===== config.mk =====
export PLATFORM = sky130hd
export DESIGN_NAME = riscv_instruction_encoder_unit_flat
export DESIGN_NICKNAME = d
export VERILOG_FILES = /design/src/design/rie_pkg.sv /design/src/design/rie_if.sv /design/src/design/rie_stage.sv /design/src/design/rie_encode.sv /design/src/design/riscv_instruction_encoder_unit.sv /design/src/flat_wrapper.sv
export SDC_FILE = /design/constraint.sdc
export NUM_CORES = 1
export LEC_CHECK = 0
export BUFFER_PORTS_ARGS = -buffer_cell sky130_fd_sc_hd__buf_2
export CORE_ASPECT_RATIO = 2
export CORE_MARGIN = 10
export CORE_UTILIZATION = 50
export DETAILED_ROUTE_END_ITERATION = 6
export PLACE_DENSITY = 0.76
export SETUP_SLACK_MARGIN = 0.1
export SLEW_MARGIN = 5
export SYNTH_ARGS = -nofsm -noshare
export SYNTH_HDL_FRONTEND = slang
export SYNTH_SLANG_ARGS = --single-unit

===== constraint.sdc =====
create_clock -name clk_i -period 9.16 [get_ports clk_i]
set_input_delay 0.458 -clock clk_i [delete_from_list [all_inputs] [get_ports clk_i]]
set_output_delay 0.458 -clock clk_i [all_outputs]
set_load 0.02 [all_outputs]

===== src/design/rie_pkg.sv =====
// Package: request and response types, mnemonic codes and the encoding table.
package rie_pkg;

  typedef enum logic [2:0] {
    FMT_R  = 3'd0,
    FMT_I  = 3'd1,
    FMT_S  = 3'd2,
    FMT_SB = 3'd3,
    FMT_U  = 3'd4,
    FMT_UJ = 3'd5
  } fmt_e;

  typedef enum logic [4:0] {
    MN_ADD     = 5'd0,
    MN_SUB     = 5'd1,
    MN_AND     = 5'd2,
    MN_OR      = 5'd3,
    MN_SLL     = 5'd4,
    MN_SLT     = 5'd5,
    MN_SRA     = 5'd6,
    MN_SRL     = 5'd7,
    MN_XOR     = 5'd8,
    MN_MUL     = 5'd9,
    MN_DIV     = 5'd10,
    MN_REM     = 5'd11,
    MN_ADDI    = 5'd12,
    MN_ANDI    = 5'd13,
    MN_ORI     = 5'd14,
    MN_LB      = 5'd15,
    MN_LH      = 5'd16,
    MN_LW      = 5'd17,
    MN_LD      = 5'd18,
    MN_JALR    = 5'd19,
    MN_SB      = 5'd20,
    MN_SH      = 5'd21,
    MN_SW      = 5'd22,
    MN_SD      = 5'd23,
    MN_BEQ     = 5'd24,
    MN_BNE     = 5'd25,
    MN_BLT     = 5'd26,
    MN_BGE     = 5'd27,
    MN_LUI     = 5'd28,
    MN_AUIPC   = 5'd29,
    MN_JAL     = 5'd30,
    MN_UNKNOWN = 5'd31
  } mnem_e;

  localparam logic [6:0] OP_REG    = 7'h33;
  localparam logic [6:0] OP_IMM    = 7'h13;
  localparam logic [6:0] OP_LOAD   = 7'h03;
  localparam logic [6:0] OP_JALR   = 7'h67;
  localparam logic [6:0] OP_STORE  = 7'h23;
  localparam logic [6:0] OP_BRANCH = 7'h63;
  localparam logic [6:0] OP_LUI    = 7'h37;
  localparam logic [6:0] OP_AUIPC  = 7'h17;
  localparam logic [6:0] OP_JAL    = 7'h6F;

  localparam logic [6:0] F7_BASE = 7'h00;
  localparam logic [6:0] F7_ALT  = 7'h20;
  localparam logic [6:0] F7_MULDIV = 7'h01;

  typedef struct packed {
    logic [4:0]  opcode;
    logic [4:0]  rd_index;
    logic [4:0]  rs1_index;
    logic [4:0]  rs2_index;
    logic [31:0] imm_value;
    logic        use_label;
    logic [31:0] label_address;
    logic [31:0] instr_address;
  } req_t;

  typedef struct packed {
    logic [31:0] machine_word;
    logic        bad_mnemonic;
  } rsp_t;

  typedef struct packed {
    logic       known;
    fmt_e       fmt;
    logic [6:0] major;
    logic [2:0] f3;
    logic [6:0] f7;
  } entry_t;

  function automatic entry_t mk(fmt_e fmt, logic [6:0] major, logic [2:0] f3,
                                logic [6:0] f7);
    entry_t e;
    e.known = 1'b1;
    e.fmt   = fmt;
    e.major = major;
    e.f3    = f3;
    e.f7    = f7;
    return e;
  endfunction

  function automatic entry_t lookup(logic [4:0] code);
    entry_t e;
    e = '{known: 1'b0, fmt: FMT_R, major: 7'h00, f3: 3'd0, f7: 7'h00};
    unique case (mnem_e'(code))
      MN_ADD:   e = mk(FMT_R, OP_REG, 3'd0, F7_BASE);
      MN_SUB:   e = mk(FMT_R, OP_REG, 3'd0, F7_ALT);
      MN_AND:   e = mk(FMT_R, OP_REG, 3'd7, F7_BASE);
      MN_OR:    e = mk(FMT_R, OP_REG, 3'd6, F7_BASE);
      MN_SLL:   e = mk(FMT_R, OP_REG, 3'd1, F7_BASE);
      MN_SLT:   e = mk(FMT_R, OP_REG, 3'd2, F7_BASE);
      MN_SRA:   e = mk(FMT_R, OP_REG, 3'd5, F7_ALT);
      MN_SRL:   e = mk(FMT_R, OP_REG, 3'd5, F7_BASE);
      MN_XOR:   e = mk(FMT_R, OP_REG, 3'd4, F7_BASE);
      MN_MUL:   e = mk(FMT_R, OP_REG, 3'd0, F7_MULDIV);
      MN_DIV:   e = mk(FMT_R, OP_REG, 3'd4, F7_MULDIV);
      MN_REM:   e = mk(FMT_R, OP_REG, 3'd6, F7_MULDIV);
      MN_ADDI:  e = mk(FMT_I, OP_IMM, 3'd0, F7_BASE);
      MN_ANDI:  e = mk(FMT_I, OP_IMM, 3'd7, F7_BASE);
      MN_ORI:   e = mk(FMT_I, OP_IMM, 3'd6, F7_BASE);
      MN_LB:    e = mk(FMT_I, OP_LOAD, 3'd0, F7_BASE);
      MN_LH:    e = mk(FMT_I, OP_LOAD, 3'd1, F7_BASE);
      MN_LW:    e = mk(FMT_I, OP_LOAD, 3'd2, F7_BASE);
      MN_LD:    e = mk(FMT_I, OP_LOAD, 3'd3, F7_BASE);
      MN_JALR:  e = mk(FMT_I, OP_JALR, 3'd0, F7_BASE);
      MN_SB:    e = mk(FMT_S, OP_STORE, 3'd0, F7_BASE);
      MN_SH:    e = mk(FMT_S, OP_STORE, 3'd1, F7_BASE);
      MN_SW:    e = mk(FMT_S, OP_STORE, 3'd2, F7_BASE);
      MN_SD:    e = mk(FMT_S, OP_STORE, 3'd3, F7_BASE);
      MN_BEQ:   e = mk(FMT_SB, OP_BRANCH, 3'd0, F7_BASE);
      MN_BNE:   e = mk(FMT_SB, OP_BRANCH, 3'd1, F7_BASE);
      MN_BLT:   e = mk(FMT_SB, OP_BRANCH, 3'd4, F7_BASE);
      MN_BGE:   e = mk(FMT_SB, OP_BRANCH, 3'd5, F7_BASE);
      MN_LUI:   e = mk(FMT_U, OP_LUI, 3'd0, F7_BASE);
      MN_AUIPC: e = mk(FMT_U, OP_AUIPC, 3'd0, F7_BASE);
      MN_JAL:   e = mk(FMT_UJ, OP_JAL, 3'd0, F7_BASE);
      default:  e.known = 1'b0;
    endcase
    return e;
  endfunction

endpackage


===== src/design/rie_if.sv =====
// Interfaces: request and response channels with valid/ready handshake.
interface rie_req_if;
  logic           valid;
  logic           ready;
  rie_pkg::req_t  payload;

  modport source (output valid, output payload, input ready);
  modport sink (input valid, input payload, output ready);
endinterface

interface rie_rsp_if;
  logic           valid;
  logic           ready;
  rie_pkg::rsp_t  payload;

  modport source (output valid, output payload, input ready);
  modport sink (input valid, input payload, output ready);
endinterface


===== src/design/rie_stage.sv =====
// Pipeline register stage with valid/ready flow control.
module rie_stage #(
  parameter type T = logic
) (
  input  logic clk_i,
  input  logic rst_ni,
  input  logic valid_i,
  output logic ready_o,
  input  T     data_i,
  output logic valid_o,
  input  logic ready_i,
  output T     data_o
);

  logic valid_q;
  logic valid_d;
  T     data_q;

  assign ready_o = !valid_q || ready_i;
  assign valid_d = ready_o ? valid_i : valid_q;

  always_ff @(posedge clk_i or negedge rst_ni) begin
    if (!rst_ni) begin
      valid_q <= 1'b0;
    end else begin
      valid_q <= valid_d;
    end
  end

  always_ff @(posedge clk_i) begin
    if (ready_o && valid_i) begin
      data_q <= data_i;
    end
  end

  assign valid_o = valid_q;
  assign data_o  = data_q;

endmodule


===== src/design/rie_encode.sv =====
// Encoder: table lookup, immediate selection and bit placement per format.
module rie_encode (
  input  rie_pkg::req_t req_i,
  output rie_pkg::rsp_t rsp_o
);

  rie_pkg::entry_t ent;
  logic [31:0]     imm;
  logic [31:0]     word;

  assign ent = rie_pkg::lookup(req_i.opcode);

  always_comb begin
    imm = req_i.imm_value;
    if (req_i.use_label) begin
      if (ent.fmt == rie_pkg::FMT_SB || ent.fmt == rie_pkg::FMT_UJ) begin
        imm = req_i.label_address - req_i.instr_address;
      end else if (ent.fmt == rie_pkg::FMT_I || ent.fmt == rie_pkg::FMT_U) begin
        imm = req_i.label_address;
      end
    end
  end

  always_comb begin
    unique case (ent.fmt)
      rie_pkg::FMT_R:
        word = {ent.f7, req_i.rs2_index, req_i.rs1_index, ent.f3, req_i.rd_index,
                ent.major};
      rie_pkg::FMT_I:
        word = {imm[11:0], req_i.rs1_index, ent.f3, req_i.rd_index, ent.major};
      rie_pkg::FMT_S:
        word = {imm[11:5], req_i.rs2_index, req_i.rs1_index, ent.f3, imm[4:0],
                ent.major};
      rie_pkg::FMT_SB:
        word = {imm[12], imm[10:5], req_i.rs2_index, req_i.rs1_index, ent.f3,
                imm[4:1], imm[11], ent.major};
      rie_pkg::FMT_U:
        word = {imm[19:0], req_i.rd_index, ent.major};
      default:
        word = {imm[20], imm[10:1], imm[11], imm[19:12], req_i.rd_index, ent.major};
    endcase
  end

  assign rsp_o.machine_word = ent.known ? word : 32'h0000_0000;
  assign rsp_o.bad_mnemonic = !ent.known;

endmodule


===== src/design/riscv_instruction_encoder_unit.sv =====
// Top level: RISC-V integer and multiply/divide instruction encoder, input register, encoder, result register.
//
// Usage: each request on req_i carries one tokenised instruction (mnemonic
// index, register numbers, immediate, label flag and addresses). For every
// accepted request exactly one response appears on rsp_o holding the 32-bit
// machine word and a bad-mnemonic flag; an unknown index gives a zero word.
// Requests are accepted when valid and ready are both high at a clock edge.
//
// The response passes through the input register and then the result register,
// with the table lookup and bit placement in between. Throughput is one
// request per cycle while the receiver takes every response.
//
// When the receiver stalls, the result register holds its response and the
// input register fills; req_i.ready falls only once both hold a request.
// Reset clears both valid flags; no request is in flight afterwards.
module riscv_instruction_encoder_unit (
  input  logic           clk_i,
  input  logic           rst_ni,
  rie_req_if.sink        req_i,
  rie_rsp_if.source      rsp_o
);

  logic          in_valid;
  logic          out_ready;
  rie_pkg::req_t in_data;
  rie_pkg::rsp_t enc_data;

  rie_stage #(.T(rie_pkg::req_t)) u_in_stage (
    .clk_i   (clk_i),
    .rst_ni  (rst_ni),
    .valid_i (req_i.valid),
    .ready_o (req_i.ready),
    .data_i  (req_i.payload),
    .valid_o (in_valid),
    .ready_i (out_ready),
    .data_o  (in_data)
  );

  rie_encode u_encode (
    .req_i (in_data),
    .rsp_o (enc_data)
  );

  rie_stage #(.T(rie_pkg::rsp_t)) u_out_stage (
    .clk_i   (clk_i),
    .rst_ni  (rst_ni),
    .valid_i (in_valid),
    .ready_o (out_ready),
    .data_i  (enc_data),
    .valid_o (rsp_o.valid),
    .ready_i (rsp_o.ready),
    .data_o  (rsp_o.payload)
  );

  a_err_zero_word: assert property (@(posedge clk_i) disable iff (!rst_ni)
    rsp_o.valid && rsp_o.payload.bad_mnemonic |-> rsp_o.payload.machine_word == 32'h0)
    else $error("bad mnemonic response with non-zero word");

  a_word_low_bits: assert property (@(posedge clk_i) disable iff (!rst_ni)
    rsp_o.valid && !rsp_o.payload.bad_mnemonic |-> rsp_o.payload.machine_word[1:0] == 2'b11)
    else $error("encoded word lacks 32-bit opcode marker");

  a_advance: assert property (@(posedge clk_i) disable iff (!rst_ni)
    in_valid && out_ready |=> rsp_o.valid)
    else $error("request lost between input and result registers");

  a_empty_ready: assert property (@(posedge clk_i) disable iff (!rst_ni)
    !in_valid |-> req_i.ready)
    else $error("empty input register refuses request");

endmodule

===== src/flat_wrapper.sv =====
// flat-port wrapper written by rule: the top's interface ports become plain ports
module riscv_instruction_encoder_unit_flat 
  (clk_i, rst_ni, req_i_valid, req_i_payload, req_i_ready, rsp_o_valid, rsp_o_payload, rsp_o_ready);
  rie_req_if req_i_i ();
  rie_rsp_if rsp_o_i ();
  input  logic clk_i;
  input  logic rst_ni;
  input wire logic [$bits(req_i_i.valid)-1:0] req_i_valid;
  input wire logic [$bits(req_i_i.payload)-1:0] req_i_payload;
  output wire logic [$bits(req_i_i.ready)-1:0] req_i_ready;
  output wire logic [$bits(rsp_o_i.valid)-1:0] rsp_o_valid;
  output wire logic [$bits(rsp_o_i.payload)-1:0] rsp_o_payload;
  input wire logic [$bits(rsp_o_i.ready)-1:0] rsp_o_ready;
  assign req_i_i.valid = req_i_valid;
  assign req_i_i.payload = req_i_payload;
  assign req_i_ready = req_i_i.ready;
  assign rsp_o_valid = rsp_o_i.valid;
  assign rsp_o_payload = rsp_o_i.payload;
  assign rsp_o_i.ready = rsp_o_ready;
  riscv_instruction_encoder_unit u_core (.clk_i(clk_i), .rst_ni(rst_ni), .req_i(req_i_i), .rsp_o(rsp_o_i));
endmodule

Word level (Yosys, flattened, before mapping)
Cells that the tools add are included.
{ "op_classes": {"eq_ne": 35, "n_addsub": 1, "n_reduce_logical": 12, "muxes": 6} }
{ "op_table": {"columns": ["op", "count"], "rows": [
  ["$pmux 20 s31", 1],
  ["$pmux 32 s5", 1],
  ["$eq 5x5->1 const B", 15],
  ["$mux 21", 3],
  ["$eq 5x4->1 const B", 8],
  ["$reduce_or 31->1", 1],
  ["$sub 21x21->21", 1],
  ["$eq 5x3->1 const B", 4],
  ["$eq 5x2->1 const B", 2],
  ["$eq 3x2->1 const B", 2],
  ["$eq 3x3->1 const B", 2],
  ["$eq 5x1->1 const B", 1],
  ["$logic_not 5->1", 1],
  ["$logic_or 1x1->1", 4],
  ["$eq 3x1->1 const B", 1],
  ["$logic_not 1->1", 3],
  ["$logic_not 3->1", 1],
  ["$logic_and 1x1->1", 2],
  ["$mux 1", 1]
]} }
{ "word_totals": {"elab_cells": 66, "out_inout_bits": 35, "inputBits": 121, "regBits": 119} }

Depth between registers and ports, before layout
Gate-level depths: netlist (run 1).
{ "depth": {"depth_word": 8, "mapped_depth": 12, "ltp_nobuf": 12} }

Cells and area by module
From an unflattened synthesis (run 1), not the netlist that was laid out.
{ "hier_totals": {"hier_cells": 533, "area_unflattened_um2": 6977.9} }
{ "by_module_without_submodules": {"columns": ["module", "n_inst", "area_per_inst_um2", "cells_each", "seq_area_each_um2"], "rows": [
  ["rie_stage at u_core.u_in_stage", 1, 3567.2, 121, 3538.4],
  ["rie_encode", 1, 2366.0, 375, 0.0],
  ["rie_stage at u_core.u_out_stage", 1, 1044.8, 37, 1016.0]
]} }

Worst setup path before layout (run 1)
Ideal clock, no wire load.
{ "synth_timing": {"path_type": "register to register", "from": "reg u_core.u_out_stage.valid_q (netlist: u_core.u_out_stage.valid_o)", "to": "reg u_core.u_in_stage.data_q, in the netlist u_core.u_in_stage.data_o[0] (enable)", "synth_period_minus_slack_ns": 3.189, "n_path_buf": 0, "setup_time_ns": 0.451, "path_stages_with_launch": 3, "arrival_ns": 2.737, "path_slack_ns": 5.971, "required_ns": 8.709, "path_cell_list": "dfrtp_1 > nand3b_1 > and2_1"} }
{ "synth_via": {"elab_chain_cells": 4} }
{ "synth_rtl": {"columns": ["element", "line_no", "text"], "rows": [
  ["from (decl)", "rie_stage.sv:15", "logic valid_q;"],
  ["from (signal assigned)", "rie_stage.sv:26", "valid_q <= valid_d;"],
  ["$logic_not 1->1", "rie_stage.sv:19", "assign ready_o = !valid_q || ready_i;"],
  ["$logic_or 1x1->1 (2 in a row)", "rie_stage.sv:19", null],
  ["named net req_i_ready", "flat_wrapper.sv:10", "output wire logic [$bits(req_i_i.ready)-1:0] req_i_ready;"],
  ["$logic_and 1x1->1", "rie_stage.sv:31", "if (ready_o && valid_i) begin"],
  ["to (signal assigned)", "rie_stage.sv:32", "data_q <= data_i;"],
  ["to (decl)", "rie_stage.sv:17", "T data_q;"]
]} }
The timed path passes the listed nets, and every way through them passes these cells.
A chain may end at the register's enable or synchronous reset.

Worst setup path in the final report (run 1)
{ "layout_timing": {"from": "reg u_core.u_in_stage.data_q, in the netlist u_core.u_in_stage.data_o[32]", "to": "reg u_core.u_out_stage.data_q, in the netlist u_core.u_out_stage.data_o[32] (data pin)"} }
{ "layout_via": {"elab_chain_cells": 4} }
{ "layout_rtl": {"columns": ["element", "line_no", "text"], "rows": [
  ["$sub 21x21->21", "rie_encode.sv:17", "imm = req_i.label_address - req_i.instr_address;"],
  ["$mux 21", "rie_encode.sv:16", "if (ent.fmt == rie_pkg::FMT_SB || ent.fmt == rie_pkg::FMT_UJ) begin"],
  ["$mux 21", "rie_encode.sv:15", "if (req_i.use_label) begin"],
  ["$pmux 32 s5", "rie_encode.sv:25", "unique case (ent.fmt)"],
  ["to (signal assigned)", "rie_stage.sv:32", null],
  ["to (decl)", "rie_stage.sv:17", null]
]} }
Every way passes these cells.

==> results of run 1 <==
-- cells by family (layout without fill, tap and decap cells) --
group                      count (synthesis)  count (layout)  share of synthesized area [%]
AOI/OAI and AO/OA                        157             157                           18.5
xor gates and xnor gates                  14              14                           2.08
adders and majority gates                 21              21                           4.58
buffers and inverters                     49             190                           3.39
DFF                                      118             118                           59.9
muxes                                      9               9                           1.65
and+or+nand+nor                          122             122                           9.94
-- how the worst max path moves through the flow --
stage	slack (ns)	cells after the start	endpoint	start
global placement	5.45	12	u_core.u_out_stage.data_o[32]	u_core.u_in_stage.data_o[32]
detailed placement	5.46	12	u_core.u_out_stage.data_o[32]	u_core.u_in_stage.data_o[32]
CTS	5.41	12	u_core.u_out_stage.data_o[32]	u_core.u_in_stage.data_o[32]
finish	5.28	12	u_core.u_out_stage.data_o[32]	u_core.u_in_stage.data_o[32]
global route	5.18	12	u_core.u_out_stage.data_o[32]	u_core.u_in_stage.data_o[32]
floorplan	5.97	2	u_core.u_in_stage.data_o[0]	u_core.u_out_stage.valid_o
-- registers in the layout (all words and copies together) (netlist names) --
register / flops
u_core.u_in_stage.data_o: 84
u_core.u_in_stage.valid_o: 1
u_core.u_out_stage.data_o: 32
u_core.u_out_stage.valid_o: 1
-- per-stage QoR --
stage | hold WS (ns) | area, um2 | setup slack (ns)
floorplan | 0.162 | 5900 | 5.97
global placement | 0.242 | 6650 | 5.45
detailed placement | 0.248 | 6650 | 5.46
CTS | 0.194 | 7250 | 5.41
global route | 0.198 | 7250 | 5.18
finish | 0.210 | 7250 | 5.28
-- area by class of cell --
| cell class | count | area (um2) | area share, % |
|---|---|---|---|
| sequential | 118 | 3530 | 48.7 |
| clock inverter | 15 | 168 | 2.31 |
| multi-input combinational | 323 | 2170 | 29.9 |
| timing repair buffer | 129 | 666 | 9.18 |
| inverter | 29 | 109 | 1.50 |
| tap | 145 | 181 | 2.50 |
| clock buffer | 17 | 425 | 5.87 |
-- layout by cell type (no fill, tap or decap), drive strengths merged, types with 8 or more instances in the layout --
cell    count
buf       128
edfxtp    116
nor2       39
inv        36
a21oi      31
o21ai      27
nand2      26
ha         20
clkbuf     17
nand3      16
o22ai      13
a21o       10
nand2b      9
xor2        8
-- layer usage --
layer | wire, um | GRT usage (%) | vias to the layer above
li1 | - | - | 2149
met1 | 5370 | 18.2 | 2149
met2 | 8320 | 32.7 | 198
met3 | 823 | 4.27 | 58
met4 | 812 | 13.0 | 0
met5 | 0 | 0 | -
-- power by group through the flow --
stage          clock network, mW  logic (mW)  registers, mW
2_1_floorplan                  0       0.143          0.684
3_3_place_gp                   0       0.227          0.672
3_5_place_dp                   0       0.233          0.674
4_1_cts                    0.673       0.235          0.663
5_1_grt                    0.699       0.258          0.667
6_report                   0.663       0.235          0.663
-- critical path: cells and delay by family (launching register included) --
kind	cells	cell delay, ns
compound gates	7	2.32
xor+xnor	1	0.15
fa+ha+maj	2	0.62
buf+inv	2	0.13
flops	1	0.39
==> impl_metrics.py, run 1 <==
metrics = {
    "run_status": {
        "status": "completed",
    },
    "placed_design": {
        "place_congestion": 0.950,
        "io_buffer_count": 122,
        "placed_cells": 743,
        "dp.final_hpwl_um": 11700,
    },
    "sta": {
        "post-route-min-period_ns": 3.88,
        "worst_pin_slew_ns": 1.01,
        "slew_viol_final": 0,
        "setup-violations-final": 0,
        "fin_crit_sh_pct": 42.3,
        "finalSetupTns_ns": 0,
        "hold_viol_final": 0,
        "skew_ns": 0.00903,
        "timing.fmax_mhz": 258,
        "grt_setup_unrepaired": "false",
        "relSlewSlack_pct": 32.4,
    },
    "cts": {
        "postCtsSetupBuffers": 0,
        "cts_sinks": 118,
        "cts_buffers": 17,
        "cts_hold_buf": 1,
        "clock_latency_ns": 0.42,
        "clk_path_buf_depth": 2,
        "cts_tree": "yes",
        "root_buffer": "clkbuf_16",
        "cts.clk_slew.worst_paths_ns": 0.06,
        "cts.repair.resized": 0,
        "h-tree-depth": 4,
    },
    "cells_and_area": {
        "drive_gt1_share_pct": 27.4,
        "syn_to_final_growth_pct": 22.9,
        "final_cells": 776,
        "antennaDiodeCount": 0,
        "layout.nets": 760,
        "nFillCells": 964,
        "fin_util_pct": 62.3,
    },
    "power": {
        "p_switching_uw": 420,
        "clock_power_share_pct": 42.5,
        "ir_worst_vdd_mv": 0.166,
        "p_comb_share_pct": 15.1,
        "switching_share_pct": 26.9,
        "intPower_mw": 1.14,
        "p_seq_share_pct": 42.5,
        "power.total_mw": 1.56,
        "cellPowerDensity_nw_per_um2": 215,
        "power_leakage_nw": 2.92,
    },
    "worst_setup_path": {
        "slowest_stage": "a222oi_1",
        "max_stage_delay_ns": 0.86,
        "cp-start-kind": "flip-flop",
        "arrival_ns": 4.05,
        "r2r_cells": 12,
        "worst-r2r-setup-slack_ns": 5.28,
        "rr_startpoint": "u_core.u_in_stage.data_o[32]",
        "cp-end-kind": "flip-flop",
        "critPathKind": "reg -> reg",
        "cp.required_ns": 9.33,
        "path_cells": "inv_1 -> ha_1 -> inv_1 -> fa_1 -> a211oi_1 -> o21bai_1 -> o311ai_2 -> o21bai_4 -> xor2_1 -> a222oi_1 -> o221ai_1 -> a211o_1",
        "r2r-end": "u_core.u_out_stage.data_o[32]",
        "path_max_fanout": 3,
        "crit_top_cell": "inv_1",
    },
    "routing": {
        "routedWlPerCell_um": 19.8,
        "drt-total-wl_um": 15300,
        "vias_per_cell": 5.87,
        "drtAntennaViolNets": 0,
        "drc": 0,
        "vias": 4554,
        "drt_iter0_drc": 328,
        "drt_pass1_iterations": 5,
    },
    "yosys": {
        "async_flop_share_pct": 1.69,
        "synthTopCellsByArea": "edfxtp_1, ha_1, a21oi_1",
        "synth_top_flop_cell": "edfxtp_1",
        "synth.avg_cell_area_um2": 12.0,
        "yosysUniqueCellTypes": 64,
        "ys_ff_latch": 118,
        "syn_nets": 632,
        "synth_top_area_share_pct": 59.0,
        "synth_area_leader_cell": "edfxtp_1",
        "synth_edf_count": 116,
        "synth_cells": 490,
        "synth-seq-area-share_pct": 59.9,
        "synth_common_cells": "edfxtp_1, nor2_1, a21oi_1, inv_1, nand2_1",
        "yosysMostFrequentCell": "edfxtp_1",
        "syn_area_um2": 5900,
        "yosysWarnings": 0,
    },
    "min_path": {
        "holdPathStages": 1,
        "min_to": "u_core.u_in_stage.data_o[103]",
        "hp-class": "in -> reg",
        "hold_path_startpoint": "req_i_payload[103]",
    },
    "global_route": {
        "antenna_found_initial": 0,
        "grt.total_usage_pct": 18.4,
        "grt_pass1_wl_um": 24700,
        "grt_pass1_vias": 4864,
        "gr-total-overflow": 0,
        "grt_max_degree": 85,
    },
    "floorplan": {
        "num_io_pins": 156,
        "die_area_um2": 16800,
        "dieHeight_um": 174,
        "fp.dieW_um": 96.8,
        "core-area_um2": 11600,
        "row_count": 56,
        "start_util_pct": 50.7,
    },
    "flow_run": {
        "drv_cap": 0,
    },
}
Note: power is estimated with default switching activity, not from simulation.
==> run 2, diff against run 1 <==
- clock period: 9.16 -> 4.07 ns (I/O delays scaled with it)
==> run 2 against run 1 <==
  * Maximum frequency grew 12%
  * Largest cell class unchanged
  * Critical path type unchanged
  * Utilization grew 7.4 points
  * Critical path depth grew 1
  * First-iteration DRC count grew 17%
  * Setup slack lost 4.7 ns
==> impl_metrics.py, run 2 (synthesis gave the netlist of run 1 again) <==
metrics = {
    "sta": {
        "finalSetupTns_ns": 0,
        "post-route-min-period_ns": 3.47,
        "relSlewSlack_pct": 46.5,
        "fin_crit_sh_pct": 85.4,
        "slew_viol_final": 0,
        "grt_setup_unrepaired": "false",
        "skew_ns": 0.0122,
        "timing.fmax_mhz": 288,
        "worst_pin_slew_ns": 0.802,
        "setup-violations-final": 0,
        "layout_setup_ws_ns": 0.596,
        "hold_viol_final": 0,
        "timing.hold.ws_ns": 0.00979,
    },
    "floorplan": {
        "dieHeight_um": 174,
        "core-area_um2": 11600,
        "num_io_pins": 156,
        "die_area_um2": 16800,
        "fp.dieW_um": 96.8,
        "row_count": 56,
        "start_util_pct": 50.7,
    },
    "worst_setup_path": {
        "arrival_ns": 3.63,
        "crit_top_cell": "inv_1",
        "cp-end-kind": "flip-flop",
        "worst-r2r-setup-slack_ns": 0.60,
        "path_cells": "inv_1 -> ha_1 -> inv_1 -> fa_1 -> a211oi_1 -> o21bai_1 -> o311ai_2 -> o21bai_4 -> xor2_1 -> a222oi_1 -> buf_4 -> o221ai_1 -> a211o_1",
        "r2r_cells": 13,
        "cp.required_ns": 4.23,
        "critPathKind": "reg -> reg",
        "r2r-end": "u_core.u_out_stage.data_o[32]",
        "path_max_fanout": 3,
        "rr_startpoint": "u_core.u_in_stage.data_o[32]",
        "cp-start-kind": "flip-flop",
        "cp-startpoint": "u_core.u_in_stage.data_o[32]",
        "slowest_stage": "fa_1",
        "max_stage_delay_ns": 0.48,
    },
    "routing": {
        "vias": 4938,
        "vias_per_cell": 5.70,
        "routedWlPerCell_um": 20.4,
        "drt_iter0_drc": 384,
        "drt_pass1_iterations": 7,
        "drc": 0,
        "drtAntennaViolNets": 0,
        "drt-total-wl_um": 17700,
    },
    "min_path": {
        "holdPathStages": 2,
        "min_to": "u_core.u_in_stage.valid_o",
        "hp-class": "in -> reg",
        "hold_path_startpoint": "req_i_valid",
    },
    "placed_design": {
        "place_ws_ns": 0.735,
        "dpl_cell_area_um2": 6700,
        "dp.final_hpwl_um": 11900,
        "io_buffer_count": 122,
        "place_congestion": 0.938,
    },
    "cells_and_area": {
        "final_area_um2": 8120,
        "drive_gt1_share_pct": 24.4,
        "multi_input_area_um2": 2170,
        "final_common_cell": "buf_2",
        "largest_reg_flops": 84,
        "seqCellArea_um2": 3530,
        "layout_common_cells": "buf_2, edfxtp_1, dlygate4sd3_1, nor2_1, a21oi_1",
        "antennaDiodeCount": 0,
        "syn_to_final_growth_pct": 37.6,
        "layout.nets": 851,
        "nFillCells": 877,
    },
    "cts": {
        "cts_buffers": 17,
        "clk_path_buf_depth": 2,
        "cts.repair.resized": 0,
        "root_buffer": "clkbuf_16",
        "h-tree-depth": 4,
        "cts.clk_slew.worst_paths_ns": 0.06,
        "cts_sinks": 118,
        "clock_latency_ns": 0.42,
        "cts_tree": "yes",
    },
    "global_route": {
        "grt_max_degree": 61,
        "antenna_found_initial": 0,
        "grt_pass1_wl_um": 27900,
        "gr-total-overflow": 0,
        "grt.total_usage_pct": 20.9,
        "grt_pass1_vias": 5254,
    },
    "flow_run": {
        "drv_cap": 0,
    },
    "power": {
        "cellPowerDensity_nw_per_um2": 438,
        "ir_worst_vdd_mv": 0.504,
        "power_leakage_nw": 3.28,
    },
    "run_status": {
        "status": "completed",
    },
}
==> run 2: changes by cell type in the layout (fill, tap and decap cells not counted), sizes merged <==
| cell | previous run | this run |
|---|---|---|
| dlygate4sd3 | 1 | 85 |
| inv | 36 | 29 |
| clkbuf | 17 | 18 |
| clkinv | 4 | 7 |
| buf | 128 | 135 |
| clkinvlp | 2 | 5 |
==> run 2: report_power, final <==
part / switching, mW / total (mW) / internal, mW
sequential: 0.0382 / 1.49 / 1.45
combinational: 0.351 / 0.616 / 0.265
clock: 0.562 / 1.45 / 0.892
==> run 2: stage by stage <==
| stage | cells | utilization, % | power, mW |
|---|---|---|---|
| final | 867 | 69.8 | 3.56 |
| after global placement | 750 | 57.6 | 2.03 |
| after global routing | 867 | 69.8 | 3.68 |
| after floorplan | 490 | - | 1.86 |
| after CTS | 867 | 69.8 | 3.54 |
| after detailed placement | 750 | 57.6 | 2.05 |
==> run 2: timing repair <==
action | in CTS | in global routing
buffers inserted | 0 | 0
hold endpoints to repair | 86 | 0
hold buffers | 85 | 0
==> run 2: critical path: cells and delay by family (launching register included) <==
family | cells | cell delay, ns
xor+xnor | 1 | 0.15
buf+inv | 3 | 0.35
fa+ha+maj | 2 | 0.63
compound gates | 7 | 1.69
flops | 1 | 0.38
==> run 2: cell type report <==
cell class	instances	area share [%]
Clock buffer	18	5.29
Clock inverter	14	1.68
Inverter	29	1.34
Multi-Input combinational cell	323	26.7
Sequential cell	118	43.5
Tap cell	145	2.23
Timing Repair Buffer	220	19.2
==> run 2: how the worst max path moves through the flow <==
stage	slack (ns)	to
floorplan	0.88	u_core.u_in_stage.data_o[0]
global placement	0.75	u_core.u_out_stage.data_o[32]
detailed placement	0.73	u_core.u_out_stage.data_o[32]
CTS	0.70	u_core.u_out_stage.data_o[32]
global route	0.34	u_core.u_out_stage.data_o[32]
finish	0.60	u_core.u_out_stage.data_o[32]
==> run 2: layer usage <==
metal / vias to the layer above / GRT usage [%] / routed length, um / share of wire [%]
met1: 2382 / 19.5 / 5930 / 33
met3: 38 / 5.75 / 1110 / 6.3
met2: 196 / 39.9 / 10100 / 57
met5: - / 0 / 0 / 0
met4: 0 / 10.4 / 535 / 3.0
li1: 2322 / - / - / -
==> run 3, diff against run 2 <==
- CORE_ASPECT_RATIO: 2 -> unset
==> run 3 against run 2 <==
  * Non-clock buffer count decreased by 1
  * Sequential share of layout area decreased by 0.25 points
  * Total power increased by 3.7%
  * Critical path depth unchanged
  * Clock power increased by 9.7%
  * Critical endpoint unchanged
  * Largest cell class unchanged
  * Highest routed layer unchanged
==> impl_metrics.py, run 3 (synthesis gave the netlist of run 1 again) <==
metrics = {
    "run_status": {
        "status": "completed",
    },
    "routing": {
        "drtAntennaViolNets": 0,
        "routedWlPerCell_um": 19.9,
        "drc": 0,
        "drt-total-wl_um": 17200,
        "drt_iter0_drc": 462,
        "vias": 4941,
        "vias_per_cell": 5.72,
        "drt_pass1_iterations": 5,
    },
    "worst_setup_path": {
        "critPathKind": "reg -> reg",
        "r2r-end": "u_core.u_out_stage.data_o[32]",
        "rr_startpoint": "u_core.u_in_stage.data_o[32]",
        "cp.required_ns": 4.23,
        "cp-end-kind": "flip-flop",
        "cp-start-kind": "flip-flop",
        "worst-r2r-setup-slack_ns": 0.58,
        "path_max_fanout": 3,
        "r2r_cells": 13,
        "arrival_ns": 3.65,
    },
    "floorplan": {
        "dieHeight_um": 129,
        "num_io_pins": 156,
        "fp.dieW_um": 129,
        "row_count": 39,
        "die_area_um2": 16500,
        "start_util_pct": 51.5,
        "core-area_um2": 11500,
    },
    "cells_and_area": {
        "layout.nets": 850,
        "layout_common_cells": "buf_2, edfxtp_1, dlygate4sd3_1, nor2_1, a21oi_1",
        "fin_util_pct": 71.2,
        "final_cells": 864,
        "largest_reg_flops": 84,
        "drive_gt1_share_pct": 23.9,
        "syn_to_final_growth_pct": 38.4,
        "antennaDiodeCount": 0,
        "final_common_cell": "buf_2",
    },
    "cts": {
        "cts.clk_slew.worst_paths_ns": 0.05,
        "root_buffer": "clkbuf_16",
        "cts_buffers": 17,
        "h-tree-depth": 4,
        "clk_path_buf_depth": 2,
        "clock_latency_ns": 0.42,
        "cts_sinks": 118,
        "cts_tree": "yes",
    },
    "global_route": {
        "grt_pass1_wl_um": 27100,
        "antenna_found_initial": 0,
        "grt.total_usage_pct": 20.9,
        "gr-total-overflow": 0,
        "grt_pass1_vias": 5154,
        "grt_max_degree": 85,
    },
    "power": {
        "power_leakage_nw": 3.31,
        "cellPowerDensity_nw_per_um2": 452,
        "ir_worst_vdd_mv": 0.625,
    },
    "sta": {
        "hold_viol_final": 0,
        "skew_ns": 0.00801,
        "setup-violations-final": 0,
        "layout_setup_ws_ns": 0.580,
        "grt_setup_unrepaired": "false",
        "post-route-min-period_ns": 3.49,
        "timing.fmax_mhz": 287,
        "finalSetupTns_ns": 0,
        "relSlewSlack_pct": 27.6,
        "worst_pin_slew_ns": 1.09,
        "timing.hold.ws_ns": 0.0772,
        "slew_viol_final": 0,
        "fin_crit_sh_pct": 85.8,
    },
    "min_path": {
        "hp-class": "in -> reg",
        "hold_path_startpoint": "rsp_o_ready",
        "min_to": "u_core.u_out_stage.valid_o",
        "holdPathStages": 3,
    },
    "placed_design": {
        "place_ws_ns": 0.684,
        "io_buffer_count": 122,
        "dp.final_hpwl_um": 11100,
        "place_congestion": 0.926,
        "placed_cells": 746,
    },
    "flow_run": {
        "drv_cap": 0,
    },
}
[run 3: changes by cell type in the layout (fill, tap and decap cells not counted), moves of 2 or more]
cell and delta:
clkinvlp_4 -4, bufinv_16 +3, clkinv_4 -2, clkbuf_1 +3
buf_4 -2
[run 3: per-stage QoR]
step / instance area (um2) / power (mW)
floorplan: 5900 / 1.86
global placement: 6680 / 2.03
detailed placement: 6680 / 2.05
CTS: 8170 / 3.69
global route: 8170 / 3.82
finish: 8170 / 3.69
[run 3: worst max path at each step]
stage,slack (ns),cells after the start,start,to
2_1_floorplan,0.88,2,u_core.u_out_stage.valid_o,u_core.u_in_stage.data_o[0]
3_3_place_gp,0.79,13,u_core.u_in_stage.data_o[32],u_core.u_out_stage.data_o[32]
3_5_place_dp,0.68,13,u_core.u_in_stage.data_o[32],u_core.u_out_stage.data_o[32]
4_1_cts,0.65,13,u_core.u_in_stage.data_o[32],u_core.u_out_stage.data_o[32]
5_1_grt,0.40,13,u_core.u_in_stage.data_o[32],u_core.u_out_stage.data_o[32]
6_report,0.58,13,u_core.u_in_stage.data_o[32],u_core.u_out_stage.data_o[32]
[run 3: layout make-up]
class / instances / area (um2)
clock buffers: 21 / 440
clock inverters: 11 / 180
fillers: 782 / 3300
inverters: 29 / 109
multi-input cells: 323 / 2170
flip-flops and latches: 118 / 3530
well taps: 143 / 179
repair buffers: 219 / 1550
[run 3: power breakdown]
group          internal (mW)  leakage [nW]  switching (mW)  total, mW
registers               1.45          1.14          0.0395       1.49
logic                  0.264          1.87           0.348      0.612
clock network           1.08         0.300           0.510       1.59
total                   2.79          3.31           0.898       3.69
[run 3: critical path, cell delays in order, from the launching register on]
cell	delay (ns)
edfxtp_1	0.38
inv_1	0.07
ha_1	0.16
inv_1	0.06
fa_1	0.49
a211oi_1	0.29
o21bai_1	0.20
o311ai_2	0.43
o21bai_4	0.10
xor2_1	0.15
a222oi_1	0.34
buf_4	0.20
o221ai_1	0.12
a211o_1	0.25
[run 3: repair_timing]
item,in CTS,in global routing
resized for setup,0,0
hold buffers,86,0
endpoints found under the hold margin,87,0
setup buffers,0,0
[run 3: routing by layer]
metal | global-route usage [%] | share of wire (%) | vias up
met5 | 0 | 0 | -
met1 | 24.0 | 39 | 2329
li1 | - | - | 2328
met2 | 35.2 | 49 | 232
met3 | 6.20 | 7.9 | 52
met4 | 9.95 | 3.7 | 0
